### config.mk
export PLATFORM = sky130hd
export DESIGN_NAME = field_dstar_neighbor_edges
export DESIGN_NICKNAME = d
export VERILOG_FILES = /design/src/hw/rtl/fdne_pkg.sv /design/src/hw/rtl/field_dstar_neighbor_edges.sv /design/src/hw/rtl/fdne_front.sv /design/src/hw/rtl/fdne_queue.sv /design/src/hw/rtl/fdne_back.sv
export SDC_FILE = /design/constraint.sdc
export NUM_CORES = 1
export LEC_CHECK = 0
export BUFFER_PORTS_ARGS = -buffer_cell sky130_fd_sc_hd__buf_2
export CAP_MARGIN = 30
export CORE_ASPECT_RATIO = 0.9
export CORE_MARGIN = 2
export CORE_UTILIZATION = 54
export DETAILED_ROUTE_END_ITERATION = 6
export GPL_ROUTABILITY_DRIVEN = 0
export PLACE_DENSITY = 0.76
export SKIP_CTS_REPAIR_TIMING = 1
export SLEW_MARGIN = 25
export SYNTH_ARGS = -nofsm -noshare
export SYNTH_HDL_FRONTEND = slang
export SYNTH_SLANG_ARGS = --single-unit
### constraint.sdc
create_clock -name clk -period 4.1 [get_ports clk]
set_clock_uncertainty 0.05 [all_clocks]
set_input_delay 0.41 -clock clk [delete_from_list [all_inputs] [get_ports clk]]
set_output_delay 0.41 -clock clk [all_outputs]
set_load 0.01 [all_outputs]
### src/hw/rtl/fdne_pkg.sv
package fdne_pkg;

  localparam int COORD_BITS = 10;
  localparam int FRAC_BITS  = 8;
  localparam int POS_W      = COORD_BITS + FRAC_BITS;
  localparam int OUT_W      = 12;
  localparam int RING_MAX   = 8;
  localparam int RING_IDX_W = $clog2(RING_MAX);
  localparam int RING_LEN_W = RING_IDX_W + 1;
  localparam int QUEUE_DEPTH = 4;
  localparam int CFG_IDX_W  = 2;

  localparam logic [COORD_BITS-1:0] GRID_RESET = COORD_BITS'(255);

  localparam logic [CFG_IDX_W-1:0] REG_GRID_LENGTH = CFG_IDX_W'(0);
  localparam logic [CFG_IDX_W-1:0] REG_GRID_WIDTH  = CFG_IDX_W'(1);

  localparam logic signed [1:0] OFF_M1 = 2'b11;
  localparam logic signed [1:0] OFF_Z  = 2'b00;
  localparam logic signed [1:0] OFF_P1 = 2'b01;

  localparam logic [RING_LEN_W-1:0] LEN_EDGE = RING_LEN_W'(6);
  localparam logic [RING_LEN_W-1:0] LEN_NODE = RING_LEN_W'(8);

  typedef enum logic [1:0] {
    KIND_HEDGE,
    KIND_VEDGE,
    KIND_NODE
  } kind_t;

  typedef struct packed {
    logic [POS_W-1:0] pos_x;
    logic [POS_W-1:0] pos_y;
  } point_t;

  typedef struct packed {
    logic signed [OUT_W-1:0] from_x;
    logic signed [OUT_W-1:0] from_y;
    logic signed [OUT_W-1:0] to_x;
    logic signed [OUT_W-1:0] to_y;
    logic                    edge_present;
    logic                    last_edge;
  } result_t;

  // One classified position waiting for the edge walker
  typedef struct packed {
    kind_t                  kind;
    logic [COORD_BITS-1:0]  ix;
    logic [COORD_BITS-1:0]  iy;
    logic [RING_MAX-1:0]    edges;
  } job_t;

  typedef struct packed {
    logic signed [1:0] dx;
    logic signed [1:0] dy;
  } offset_t;

  function automatic logic [RING_LEN_W-1:0] ring_len(input kind_t k);
    logic [RING_LEN_W-1:0] len;
    case (k)
      KIND_NODE: len = LEN_NODE;
      default:   len = LEN_EDGE;
    endcase
    return len;
  endfunction

  function automatic logic [RING_IDX_W-1:0] ring_next(input kind_t k,
                                                     input logic [RING_IDX_W-1:0] i);
    logic [RING_LEN_W-1:0] nxt;
    nxt = {1'b0, i} + RING_LEN_W'(1);
    if (nxt == ring_len(k)) begin
      nxt = '0;
    end
    return nxt[RING_IDX_W-1:0];
  endfunction

  function automatic offset_t ring_off(input kind_t k, input logic [RING_IDX_W-1:0] i);
    offset_t o;
    o = '{dx: OFF_Z, dy: OFF_Z};
    case (k)
      KIND_HEDGE: begin
        case (i)
          3'd0:    o = '{dx: OFF_Z,  dy: OFF_Z};
          3'd1:    o = '{dx: OFF_Z,  dy: OFF_M1};
          3'd2:    o = '{dx: OFF_P1, dy: OFF_M1};
          3'd3:    o = '{dx: OFF_P1, dy: OFF_Z};
          3'd4:    o = '{dx: OFF_P1, dy: OFF_P1};
          3'd5:    o = '{dx: OFF_Z,  dy: OFF_P1};
          default: o = '{dx: OFF_Z,  dy: OFF_Z};
        endcase
      end
      KIND_VEDGE: begin
        case (i)
          3'd0:    o = '{dx: OFF_Z,  dy: OFF_Z};
          3'd1:    o = '{dx: OFF_P1, dy: OFF_Z};
          3'd2:    o = '{dx: OFF_P1, dy: OFF_P1};
          3'd3:    o = '{dx: OFF_Z,  dy: OFF_P1};
          3'd4:    o = '{dx: OFF_M1, dy: OFF_P1};
          3'd5:    o = '{dx: OFF_M1, dy: OFF_Z};
          default: o = '{dx: OFF_Z,  dy: OFF_Z};
        endcase
      end
      KIND_NODE: begin
        case (i)
          3'd0:    o = '{dx: OFF_P1, dy: OFF_Z};
          3'd1:    o = '{dx: OFF_P1, dy: OFF_P1};
          3'd2:    o = '{dx: OFF_Z,  dy: OFF_P1};
          3'd3:    o = '{dx: OFF_M1, dy: OFF_P1};
          3'd4:    o = '{dx: OFF_M1, dy: OFF_Z};
          3'd5:    o = '{dx: OFF_M1, dy: OFF_M1};
          3'd6:    o = '{dx: OFF_Z,  dy: OFF_M1};
          3'd7:    o = '{dx: OFF_P1, dy: OFF_M1};
          default: o = '{dx: OFF_Z,  dy: OFF_Z};
        endcase
      end
      default: o = '{dx: OFF_Z, dy: OFF_Z};
    endcase
    return o;
  endfunction

endpackage

### src/hw/rtl/field_dstar_neighbor_edges.sv
// An item's first result passes the queue, the walker's current-item register and the result
// register. The edge walker sends one result per cycle while it holds an item; each item gives
// one result per edge, or an empty marker if it has none (1 to 8 results).
// Items queue up (QUEUE_DEPTH deep) while the walker works; busy rises when the queue fills.
// Reset (rst, synchronous) empties the queue and sets both grid limits to 255.
// Results cannot be stalled and are taken in their strobe cycle.
module field_dstar_neighbor_edges #(
  parameter int QUEUE_DEPTH = fdne_pkg::QUEUE_DEPTH
) (
  input  logic                                clk,
  input  logic                                rst,
  input  logic                                start,
  output logic                                busy,
  input  fdne_pkg::point_t                    point,
  output logic                                result_valid,
  output fdne_pkg::result_t                   result,
  input  logic                                cfg_valid,
  output logic                                cfg_ready,
  input  logic [fdne_pkg::CFG_IDX_W-1:0]      cfg_index,
  input  logic [fdne_pkg::COORD_BITS-1:0]     cfg_data
);

  logic [fdne_pkg::COORD_BITS-1:0] grid_length;
  logic [fdne_pkg::COORD_BITS-1:0] grid_width;
  fdne_pkg::job_t                  front_job;
  fdne_pkg::job_t                  q_job;
  logic                            q_full;
  logic                            q_empty;
  logic                            q_pop;

  assign cfg_ready = 1'b1;
  assign busy      = q_full;

  always_ff @(posedge clk) begin
    if (rst) begin
      grid_length <= fdne_pkg::GRID_RESET;
      grid_width  <= fdne_pkg::GRID_RESET;
    end else if (cfg_valid && cfg_ready) begin
      case (cfg_index)
        fdne_pkg::REG_GRID_LENGTH: grid_length <= cfg_data;
        fdne_pkg::REG_GRID_WIDTH:  grid_width  <= cfg_data;
        default: ;
      endcase
    end
  end

  fdne_front u_front (
    .point       (point),
    .grid_length (grid_length),
    .grid_width  (grid_width),
    .job         (front_job)
  );

  fdne_queue #(
    .DEPTH (QUEUE_DEPTH)
  ) u_queue (
    .clk       (clk),
    .rst       (rst),
    .push      (start && !busy),
    .push_data (front_job),
    .pop       (q_pop),
    .pop_data  (q_job),
    .full      (q_full),
    .empty     (q_empty)
  );

  fdne_back u_back (
    .clk          (clk),
    .rst          (rst),
    .job_avail    (!q_empty),
    .job          (q_job),
    .pop          (q_pop),
    .result_valid (result_valid),
    .result       (result)
  );

`ifndef SYNTHESIS
  a_push_lands: assert property (@(posedge clk) disable iff (rst)
    start && !busy |=> !q_empty)
    else $error("accepted item did not reach the queue");

  a_marker_last: assert property (@(posedge clk) disable iff (rst)
    result_valid && !result.edge_present |-> result.last_edge)
    else $error("empty marker without last flag");

  a_marker_zero: assert property (@(posedge clk) disable iff (rst)
    result_valid && !result.edge_present |->
      result.from_x == '0 && result.from_y == '0 && result.to_x == '0 && result.to_y == '0)
    else $error("empty marker carries coordinates");

  a_item_continues: assert property (@(posedge clk) disable iff (rst)
    result_valid && !result.last_edge |=> result_valid && result.edge_present)
    else $error("edge run broken before its last edge");
`endif

endmodule

### src/hw/rtl/fdne_front.sv
module fdne_front (
  input  fdne_pkg::point_t                  point,
  input  logic [fdne_pkg::COORD_BITS-1:0]   grid_length,
  input  logic [fdne_pkg::COORD_BITS-1:0]   grid_width,
  output fdne_pkg::job_t                    job
);

  localparam int CB = fdne_pkg::COORD_BITS;

  logic [CB-1:0]                 ix;
  logic [CB-1:0]                 iy;
  logic                          frac_x;
  logic                          frac_y;
  fdne_pkg::kind_t               kind;
  logic [2:0]                    xok;
  logic [2:0]                    yok;
  logic [fdne_pkg::RING_MAX-1:0] node_ok;
  logic [fdne_pkg::RING_MAX-1:0] edges;

  function automatic logic pick(input logic [2:0] ok3, input logic signed [1:0] off);
    logic r;
    case (off)
      fdne_pkg::OFF_M1: r = ok3[0];
      fdne_pkg::OFF_Z:  r = ok3[1];
      fdne_pkg::OFF_P1: r = ok3[2];
      default:          r = 1'b0;
    endcase
    return r;
  endfunction

  assign ix     = point.pos_x[fdne_pkg::FRAC_BITS +: CB];
  assign iy     = point.pos_y[fdne_pkg::FRAC_BITS +: CB];
  assign frac_x = |point.pos_x[fdne_pkg::FRAC_BITS-1:0];
  assign frac_y = |point.pos_y[fdne_pkg::FRAC_BITS-1:0];

  always_comb begin
    if (frac_x) begin
      kind = fdne_pkg::KIND_HEDGE;
    end else if (frac_y) begin
      kind = fdne_pkg::KIND_VEDGE;
    end else begin
      kind = fdne_pkg::KIND_NODE;
    end
  end

  // Validity of coordinate-1, coordinate, coordinate+1 along each axis
  always_comb begin
    xok[0] = (ix != '0) && ({1'b0, ix} <= {1'b0, grid_length} + (CB+1)'(1));
    xok[1] = ix <= grid_length;
    xok[2] = ix < grid_length;
    yok[0] = (iy != '0) && ({1'b0, iy} <= {1'b0, grid_width} + (CB+1)'(1));
    yok[1] = iy <= grid_width;
    yok[2] = iy < grid_width;
  end

  always_comb begin
    fdne_pkg::offset_t off;
    logic [fdne_pkg::RING_IDX_W-1:0] idx;
    for (int i = 0; i < fdne_pkg::RING_MAX; i++) begin
      off = fdne_pkg::ring_off(kind, fdne_pkg::RING_IDX_W'(i));
      node_ok[i] = pick(xok, off.dx) & pick(yok, off.dy);
    end
    for (int i = 0; i < fdne_pkg::RING_MAX; i++) begin
      idx = fdne_pkg::RING_IDX_W'(i);
      edges[i] = ({1'b0, idx} < fdne_pkg::ring_len(kind)) && node_ok[i] &&
                 node_ok[fdne_pkg::ring_next(kind, idx)];
    end
  end

  always_comb begin
    job.kind  = kind;
    job.ix    = ix;
    job.iy    = iy;
    job.edges = edges;
  end

endmodule

### src/hw/rtl/fdne_queue.sv
module fdne_queue #(
  parameter int DEPTH = fdne_pkg::QUEUE_DEPTH
) (
  input  logic           clk,
  input  logic           rst,
  input  logic           push,
  input  fdne_pkg::job_t push_data,
  input  logic           pop,
  output fdne_pkg::job_t pop_data,
  output logic           full,
  output logic           empty
);

  localparam int PTR_W = (DEPTH > 1) ? $clog2(DEPTH) : 1;
  localparam int CNT_W = $clog2(DEPTH + 1);
  localparam logic [PTR_W-1:0] LAST_SLOT = PTR_W'(DEPTH - 1);

  fdne_pkg::job_t slots [DEPTH];
  logic [PTR_W-1:0] wr_ptr;
  logic [PTR_W-1:0] rd_ptr;
  logic [CNT_W-1:0] count;
  logic             do_push;
  logic             do_pop;

  assign full     = count == CNT_W'(DEPTH);
  assign empty    = count == '0;
  assign do_push  = push && !full;
  assign do_pop   = pop && !empty;
  assign pop_data = slots[rd_ptr];

  always_ff @(posedge clk) begin
    if (do_push) begin
      slots[wr_ptr] <= push_data;
    end
  end

  always_ff @(posedge clk) begin
    if (rst) begin
      wr_ptr <= '0;
      rd_ptr <= '0;
      count  <= '0;
    end else begin
      if (do_push) begin
        wr_ptr <= (wr_ptr == LAST_SLOT) ? '0 : wr_ptr + PTR_W'(1);
      end
      if (do_pop) begin
        rd_ptr <= (rd_ptr == LAST_SLOT) ? '0 : rd_ptr + PTR_W'(1);
      end
      case ({do_push, do_pop})
        2'b10:   count <= count + CNT_W'(1);
        2'b01:   count <= count - CNT_W'(1);
        default: count <= count;
      endcase
    end
  end

endmodule

### src/hw/rtl/fdne_back.sv
module fdne_back (
  input  logic              clk,
  input  logic              rst,
  input  logic              job_avail,
  input  fdne_pkg::job_t    job,
  output logic              pop,
  output logic              result_valid,
  output fdne_pkg::result_t result
);

  localparam int OW = fdne_pkg::OUT_W;
  localparam int RI = fdne_pkg::RING_IDX_W;

  logic                          cur_valid;
  fdne_pkg::job_t                cur;
  logic [fdne_pkg::RING_MAX-1:0] rem;
  logic [fdne_pkg::RING_MAX-1:0] rem_next;
  logic [RI-1:0]                 idx;
  logic [RI-1:0]                 nidx;
  logic                          finish;
  fdne_pkg::result_t             res_next;
  fdne_pkg::offset_t             off_a;
  fdne_pkg::offset_t             off_b;

  function automatic logic [OW-1:0] coord(input logic [fdne_pkg::COORD_BITS-1:0] base,
                                          input logic signed [1:0] off);
    return OW'(base) + {{(OW-2){off[1]}}, off};
  endfunction

  // Lowest remaining edge goes out first, which keeps ring order
  always_comb begin
    idx = '0;
    for (int i = fdne_pkg::RING_MAX - 1; i >= 0; i--) begin
      if (rem[i]) begin
        idx = RI'(i);
      end
    end
  end

  always_comb begin
    nidx     = fdne_pkg::ring_next(cur.kind, idx);
    off_a    = fdne_pkg::ring_off(cur.kind, idx);
    off_b    = fdne_pkg::ring_off(cur.kind, nidx);
    rem_next = rem & ~(fdne_pkg::RING_MAX'(1) << idx);
    if (rem == '0) begin
      res_next = '0;
      res_next.last_edge = 1'b1;
    end else begin
      res_next.from_x       = coord(cur.ix, off_a.dx);
      res_next.from_y       = coord(cur.iy, off_a.dy);
      res_next.to_x         = coord(cur.ix, off_b.dx);
      res_next.to_y         = coord(cur.iy, off_b.dy);
      res_next.edge_present = 1'b1;
      res_next.last_edge    = rem_next == '0;
    end
    finish = cur_valid && res_next.last_edge;
    pop    = job_avail && (!cur_valid || finish);
  end

  always_ff @(posedge clk) begin
    if (rst) begin
      cur_valid    <= 1'b0;
      result_valid <= 1'b0;
    end else begin
      result_valid <= cur_valid;
      if (pop) begin
        cur_valid <= 1'b1;
      end else if (finish) begin
        cur_valid <= 1'b0;
      end
    end
  end

  always_ff @(posedge clk) begin
    if (pop) begin
      cur <= job;
      rem <= job.edges;
    end else if (cur_valid) begin
      rem <= rem_next;
    end
    result <= res_next;
  end

endmodule
## Word level (Yosys, flattened, before mapping)

Memory sizes are Yosys's and may differ from the RTL's. A register that Yosys moved wholly into a read port is not among the register bits.
Cells that the tools add are included.

- Flip-flop bits (word level): 109
- Bits in writable memories: 120
- ROM bits: 64
- Input port bits: 52
- Output and inout port bits: 53
- Word-level logic and storage cells: 260
- Memories kept: 3

Memories:

| name | depth | width | read ports | clocked after memory_dff | wr ports | RTL line | source |
|---|---|---|---|---|---|---|---|
| u_queue.slots | 4 | 30 | 1 | 1 | 1 | fdne_queue.sv:18 | `fdne_pkg::job_t slots [DEPTH];` |
| (name not given) | 8 | 4 | 1 | 0 | 0 | fdne_pkg.sv:104 | `case (i)` |
| (name not given) | 8 | 4 | 1 | 0 | 0 | fdne_pkg.sv:104 |  |

- $add $sub $neg: 11
- $lt $le $gt $ge: 22
- Equality and inequality tests: 60
- Shifts and indexed selects: 1
- Mux-type cells: 78
- Bitwise operators: 10
- Reductions and logical operators: 58

Operators by type and width:

| cell | number |
|---|---|
| 4-bit one-hot mux with 3 select lines | 5 |
| 11-bit by 2-bit adder with 12-bit output | 4 |
| 1-bit one-hot mux with 3 select lines | 16 |
| 3-bit two-way mux | 15 |
| 4-bit one-hot mux with 5 select lines | 2 |
| 2-bit logical NOT | 18 |
| 2-bit == test (second input constant) | 16 |
| 2-bit by 1-bit == test with 1-bit output (second input constant) | 15 |
| 3-bit one-hot mux with 5 select lines | 2 |
| 1-bit binary-select mux with 3-bit select | 8 |
| 1-bit logical AND | 23 |
| 10-bit by 1-bit adder with 11-bit output (second input constant) | 2 |
| 10-bit by 11-bit <= comparator with 1-bit output | 2 |
| 10-bit <= comparator | 2 |
| 10-bit < comparator | 2 |
| 2-bit two-way mux | 10 |
| 10-bit nonzero test | 2 |
| 3-bit one-hot mux with 3 select lines | 2 |
| 3-bit by 4-bit == test with 1-bit output (first input constant) | 4 |
| 8-bit logical NOT | 2 |
| 3-bit by 4-bit < comparator with 1-bit output (first input constant) | 4 |
| 3-bit by 4-bit < comparator with 1-bit output (second input constant) | 4 |
| 8-bit two-way mux | 2 |
| 8-bit OR reduction | 2 |
| 32 further kinds | 76 |

## Depth between registers and ports, before layout

- Word-level depth: 19
- Mapped depth: 21

## Cells and area by module

From an unflattened synthesis, not the netlist that was laid out.

- Cell total of the unflattened synthesis: 1024
- Area, all modules: 12134.1 um^2

Modules (own cells, without submodules):

| module | times used | cells each | area each (um^2) |
|---|---|---|---|
| fdne_queue | 1 | 210 | 4803.4 |
| fdne_back | 1 | 477 | 4638.2 |
| fdne_front | 1 | 254 | 1881.8 |
| field_dstar_neighbor_edges | 1 | 83 | 810.8 |

## Worst setup path after synthesis

Ideal clock, no wire load.

- Kind: register -> register
- Start: register u_back.rem[6] (netlist bit)
- End: register u_back.result[13] (netlist name)
- Library setup time: 0.128 ns
- Arrival: 3.980 ns
- Data required time: 3.922 ns
- Slack: -0.058 ns
- Cell stages (with the launch flop): 17
- Path buffers: 0
- Clock period less this slack: 4.158 ns
- Path through: edfxtp_1 -> o21ai_0 -> a211o_1 -> inv_1 -> ha_1 -> ha_1 -> nor2_1 -> a2111oi_0 -> a41o_1 -> ha_1 -> a211o_1 -> o211ai_1 -> a21oi_1 -> o311a_1 -> o41ai_1 -> xor2_1 -> nor2_1

- Word-level cells in the longest chain between the ends: 14
- Elaborated cells between the ends (all ways): 21
- Classes of those cells: add/sub (2); eq/ne (6); mux (11); reduce/logical (1); memory (1)

RTL lines:

| what | RTL line | source |
|---|---|---|
| start, declared | fdne_back.sv:16 | `logic [fdne_pkg::RING_MAX-1:0] rem;` |
| start signal, assigned | fdne_back.sv:77 | `rem <= job.edges;` |
| start signal, assigned | fdne_back.sv:79 | `rem <= rem_next;` |
| 3-bit two-way mux (7 in a row) | fdne_back.sv:34 | `if (rem[i]) begin` |
| 3-bit by 1-bit adder with 4-bit output | fdne_pkg.sv:70 | `nxt = {1'b0, i} + RING_LEN_W'(1);` |
| 4-bit == test | fdne_pkg.sv:71 | `if (nxt == ring_len(k)) begin` |
| 3-bit two-way mux | fdne_pkg.sv:71 |  |
| 3-bit == test, or another cell as far along | fdne_pkg.sv:82, fdne_pkg.sv:93 |  |
| 4-bit one-hot mux with 5 select lines or 3-bit one-hot mux with 5 select lines (tied branches) | fdne_pkg.sv:93, fdne_pkg.sv:82 |  |
| 4-bit one-hot mux with 3 select lines | fdne_pkg.sv:80 | `case (k)` |
| 11-bit by 2-bit adder with 12-bit output | fdne_back.sv:27 | `return OW'(base) + {{(OW-2){off[1]}}, off};` |

Parallel ways exist; a longest one is shown, timed or not.
A chain may end at the register's enable or synchronous reset.

## Worst setup path in the final report

- Start: register u_back.rem[5] (netlist bit)
- End: register u_back.result[13] (netlist name)

- Word-level cells in the longest chain between the ends: 13
- Elaborated cells between the ends (all ways): 20
- Classes of those cells: add/sub (2); eq/ne (6); mux (10); reduce/logical (1); memory (1)

RTL lines:

| what | RTL line |
|---|---|
| 3-bit two-way mux (6 in a row) | fdne_back.sv:34 |
| 3-bit by 1-bit adder with 4-bit output | fdne_pkg.sv:70 |
| 4-bit == test | fdne_pkg.sv:71 |
| 3-bit two-way mux | fdne_pkg.sv:71 |
| 3-bit == test, or another cell as far along | fdne_pkg.sv:82, fdne_pkg.sv:93 |
| 4-bit one-hot mux with 5 select lines or 3-bit one-hot mux with 5 select lines (tied branches) | fdne_pkg.sv:93, fdne_pkg.sv:82 |
| 4-bit one-hot mux with 3 select lines | fdne_pkg.sv:80 |
| 11-bit by 2-bit adder with 12-bit output | fdne_back.sv:27 |

Parallel ways exist; a longest one is shown, timed or not.

==> key figures <==
Critical path
  • CP top delay family: compound AO/OA/AOI/OAI gates
  • CP cell instances: nor2_1, o21ai_1, a211o_1, inv_2, ha_4, ha_4, xnor2_2, a21oi_2, nor2_1, a21oi_1, o22ai_1, ha_2, buf_6, a211o_1, o211ai_1, a21oi_2, o311a_1, o41ai_2, xor2_1, nor2_1
  • Endpoint class of the critical path: register
  • Worst-path fanout max: 5
  • CP arrival: 4450 ps
  • Worst Path Required: 4430 ps
  • Buf+Inv Stages, Crit Path: 2
  • Most frequent CP cell: nor2_1
  • Critical Path Slowest Stage Cell: edfxtp_1
  • Crit Path Class: reg -> reg
  • Critical path launch point type: register
  • Largest stage delay, worst path: 440 ps

Detailed routing
  • DRT iter0 DRCs: 685
  • Wire length per cell: 17.8 um
  • Pre-antenna DRT Iters: 7
  • Total number of vias: 8200
  • Routed Antenna Nets: 0
  • Vias per inst: 5.73
  • Total routed wirelength: 25500 um
  • Residual DRC: 0

Yosys
  • Post-Synth Adder-Cell Area: 11.9%
  • Synthesis-stage register bit count: 231
  • Synth Flop Type: edfxtp_1
  • EDFF count, synth: 150
  • Top-area cell type share of the netlist area: 38.7%
  • Ys async rst share: 0%
  • Proportion of synthesized area in mux cells: 6.28%
  • Syn_nets: 1130
  • Synth area leaders: edfxtp_1 39%, dfxtp_1 14%, ha_1 11%
  • Syn avg cell area: 12.0 um^2
  • Post-synthesis sequential area ratio: 52.7%
  • Largest area contributor in the netlist: edfxtp_1
  • Main combinational cell family by area after synthesis: adder cells
  • Syn Inst Count: 970
  • Simple-gate share of the synthesized area: 11.6%
  • Synth Area in XOR/XNOR: 3.54%
  • Synthesized area: 0.0116 mm^2
  • Synth Area in Compound Gates: 11.1%
  • Synth Warn #: 0
  • Unique cell type count in the Yosys netlist: 71

Cells and area
  • Final #Nets: 1289
  • Non-Filler Instances: 1431
  • Layout fillers: 1509
  • Core Util, Final: 66.4%
  • Area Growth Syn to Fin: 19.6%
  • Final instance area: 0.0139 mm^2
  • N_diodes: 0
  • Share of cells above drive strength 1: 24.9%

Timing
  • Final slew viol count: 0
  • Setup-failing EPs final: 2
  • Fmax: 0.243 GHz
  • RSZ-0062 raised after global routing: yes
  • Final cycle utilization of the critical path: 101%
  • Final Worst Setup Slack: -22.7 ps
  • Max-slew headroom: 42.9%
  • Total negative setup slack: -27.4 ps
  • Final hold violation count: 0
  • Slew @ Worst Pin: 848 ps
  • Tmin final: 4120 ps

GRT
  • GRT Total Usage: 21.3%
  • Met3 GRT Util: 2.96%
  • Initial antenna violation count: 0
  • Global-route wire length before repair: 39100 um
  • Vias in the first global route: 7707
  • Met2 GRT Util: 37.1%
  • Routing usage on met1: 28.4%
  • Largest net degree at the start of global routing: 41
  • Global-route congestion overflow total: 0
  • GR peak layer: met2

Power
  • Internal: 7750 uW
  • Power Dens Cells: 897 mW/mm^2
  • Seq pwr share: 28.9%
  • VDD IR-drop max: 0.525 mV
  • Static Leakage: 0.00566 uW
  • Sw Pwr: 4730 uW
  • Logic pwr share: 52.7%
  • Switching share of total power: 37.9%
  • Clock share of power: 18.4%

Clock network
  • Skew-Pair Late Insertion Delay: 510 ps
  • Max H-tree Level: 1
  • Clock Path Buffers: 3
  • TritonCTS clock tree: built
  • Worst-path clk slew: 60 ps
  • Cts bufs inserted: 23
  • Clk sink count: 231
  • CTS root buffer: clkbuf_16

Floorplanning
  • Die H: 143 um
  • Io pins: 105
  • Initial Util: 55.5%
  • Rows: 50
  • Die footprint: 0.0227 mm^2
  • Core footprint: 0.0210 mm^2
  • Chip width: 159 um

Status
  • Failing checks: negative setup slack
  • Status: finished, violations left

Placement
  • DP Cell Count: 1372
  • Hpwl dp: 17300 um
  • Port buffer count: 103
  • Post-placement cell area: 0.0127 mm^2
  • Pre-CTS worst setup slack: -92.7 ps

Hold path
  • Hold crit path type: in -> reg

Flow run
  • Max cap viols: 0
-- cells in the final DEF (no fill, tap or decap), types with 7 or more instances in the layout --
cell,count
o21ai_1,7
o21ai_0,24
nor3_1,17
nor2b_1,16
nand2b_1,12
inv_1,61
nor4_1,7
xnor2_1,30
buf_4,47
dfxtp_1,79
clkbuf_16,27
nor2_1,104
mux4_2,30
o21a_1,8
ha_1,96
nand3_1,13
a21o_1,9
edfxtp_1,150
nand4_1,11
xor2_1,16
o31ai_1,9
a211oi_1,10
nand2_1,33
a211o_1,19
a21oi_1,46
buf_2,103
and2_1,7
-- registers in the layout (all words and copies together) (netlist names), 2 cells and up, named ones only --
name	cells
u_queue.slots	120
u_back.result	50
u_back.cur	22
grid_length	10
grid_width	10
u_back.rem	8
u_queue.count	3
u_queue.rd_ptr	2
u_queue.wr_ptr	2
-- final timing paths --
| kind | slack [ps] | start | end | cells past startpoint |
|---|---|---|---|---|
| max | -20 | u_back.rem[5] | u_back.result[13] | 20 |
| min | 90 | cfg_data[6] | grid_length[6] | 2 |
| max reg2reg | -20 | u_back.rem[5] | u_back.result[13] | 20 |
| min reg2reg | 420 | grid_width[9] | grid_width[9] | 2 |
-- stage by stage --
step | hold WS [ps] | power, uW
floorplan | 400 | 7670
global placement | 413 | 9260
detailed placement | 416 | 9370
CTS | 68.0 | 11700
global route | 84.0 | 13400
finish | 86.2 | 12500
-- layout make-up --
type                    instances  area, um^2  area share [%]
repair buffers                156         936            6.73
clock inverters                10         158            1.13
well taps                     286         358            2.57
inverters                      64         243            1.74
clock buffers                  31         691            4.96
flip-flops and latches        231        6130            44.1
multi-input cells             653        5400            38.8
-- metal layers --
metal  vias to the layer above  wire [um]
li1                       3948          -
met5                         -          0
met1                      3903      11000
met3                        54       1490
met4                         0        634
met2                       295      12400
-- synthesized netlist by cell type, types with 5 or more instances --
cell	count
nor3_1	18
o41ai_1	7
clkbuf_1	13
a211o_1	19
nand2_1	35
o21a_1	8
nor2b_1	18
xnor2_1	31
edfxtp_1	150
a21o_1	9
and2_1	11
mux4_2	30
fa_1	5
or3_1	5
o31ai_1	10
nand2b_1	12
inv_1	62
nand4_1	11
buf_1	5
nor4_1	9
ha_1	103
nand3_1	13
a211oi_1	10
or4_1	5
o21ai_0	31
a21oi_1	52
xor2_1	16
dfxtp_1	81
nor2_1	107
-- power by group through the flow --
stage               clock network (uW)  logic, uW  registers [uW]
floorplan                            0       4080            3590
global placement                     0       5630            3630
detailed placement                   0       5720            3650
CTS                               2340       5780            3600
global route                      2440       7240            3680
finish                            2300       6570            3610
-- kinds of logic (layout without fill, tap and decap cells) --
| logic type | count (synthesis) | count (layout) |
|---|---|---|
| other cells | 1 | 1 |
| flops | 231 | 231 |
| buf+inv | 86 | 261 |
| simple gates | 270 | 270 |
| mux | 35 | 35 |
| compound gates | 192 | 192 |
| xor+xnor | 47 | 47 |
| fa+ha+maj | 108 | 108 |
No activity file was read; power rests on OpenSTA's default activity.
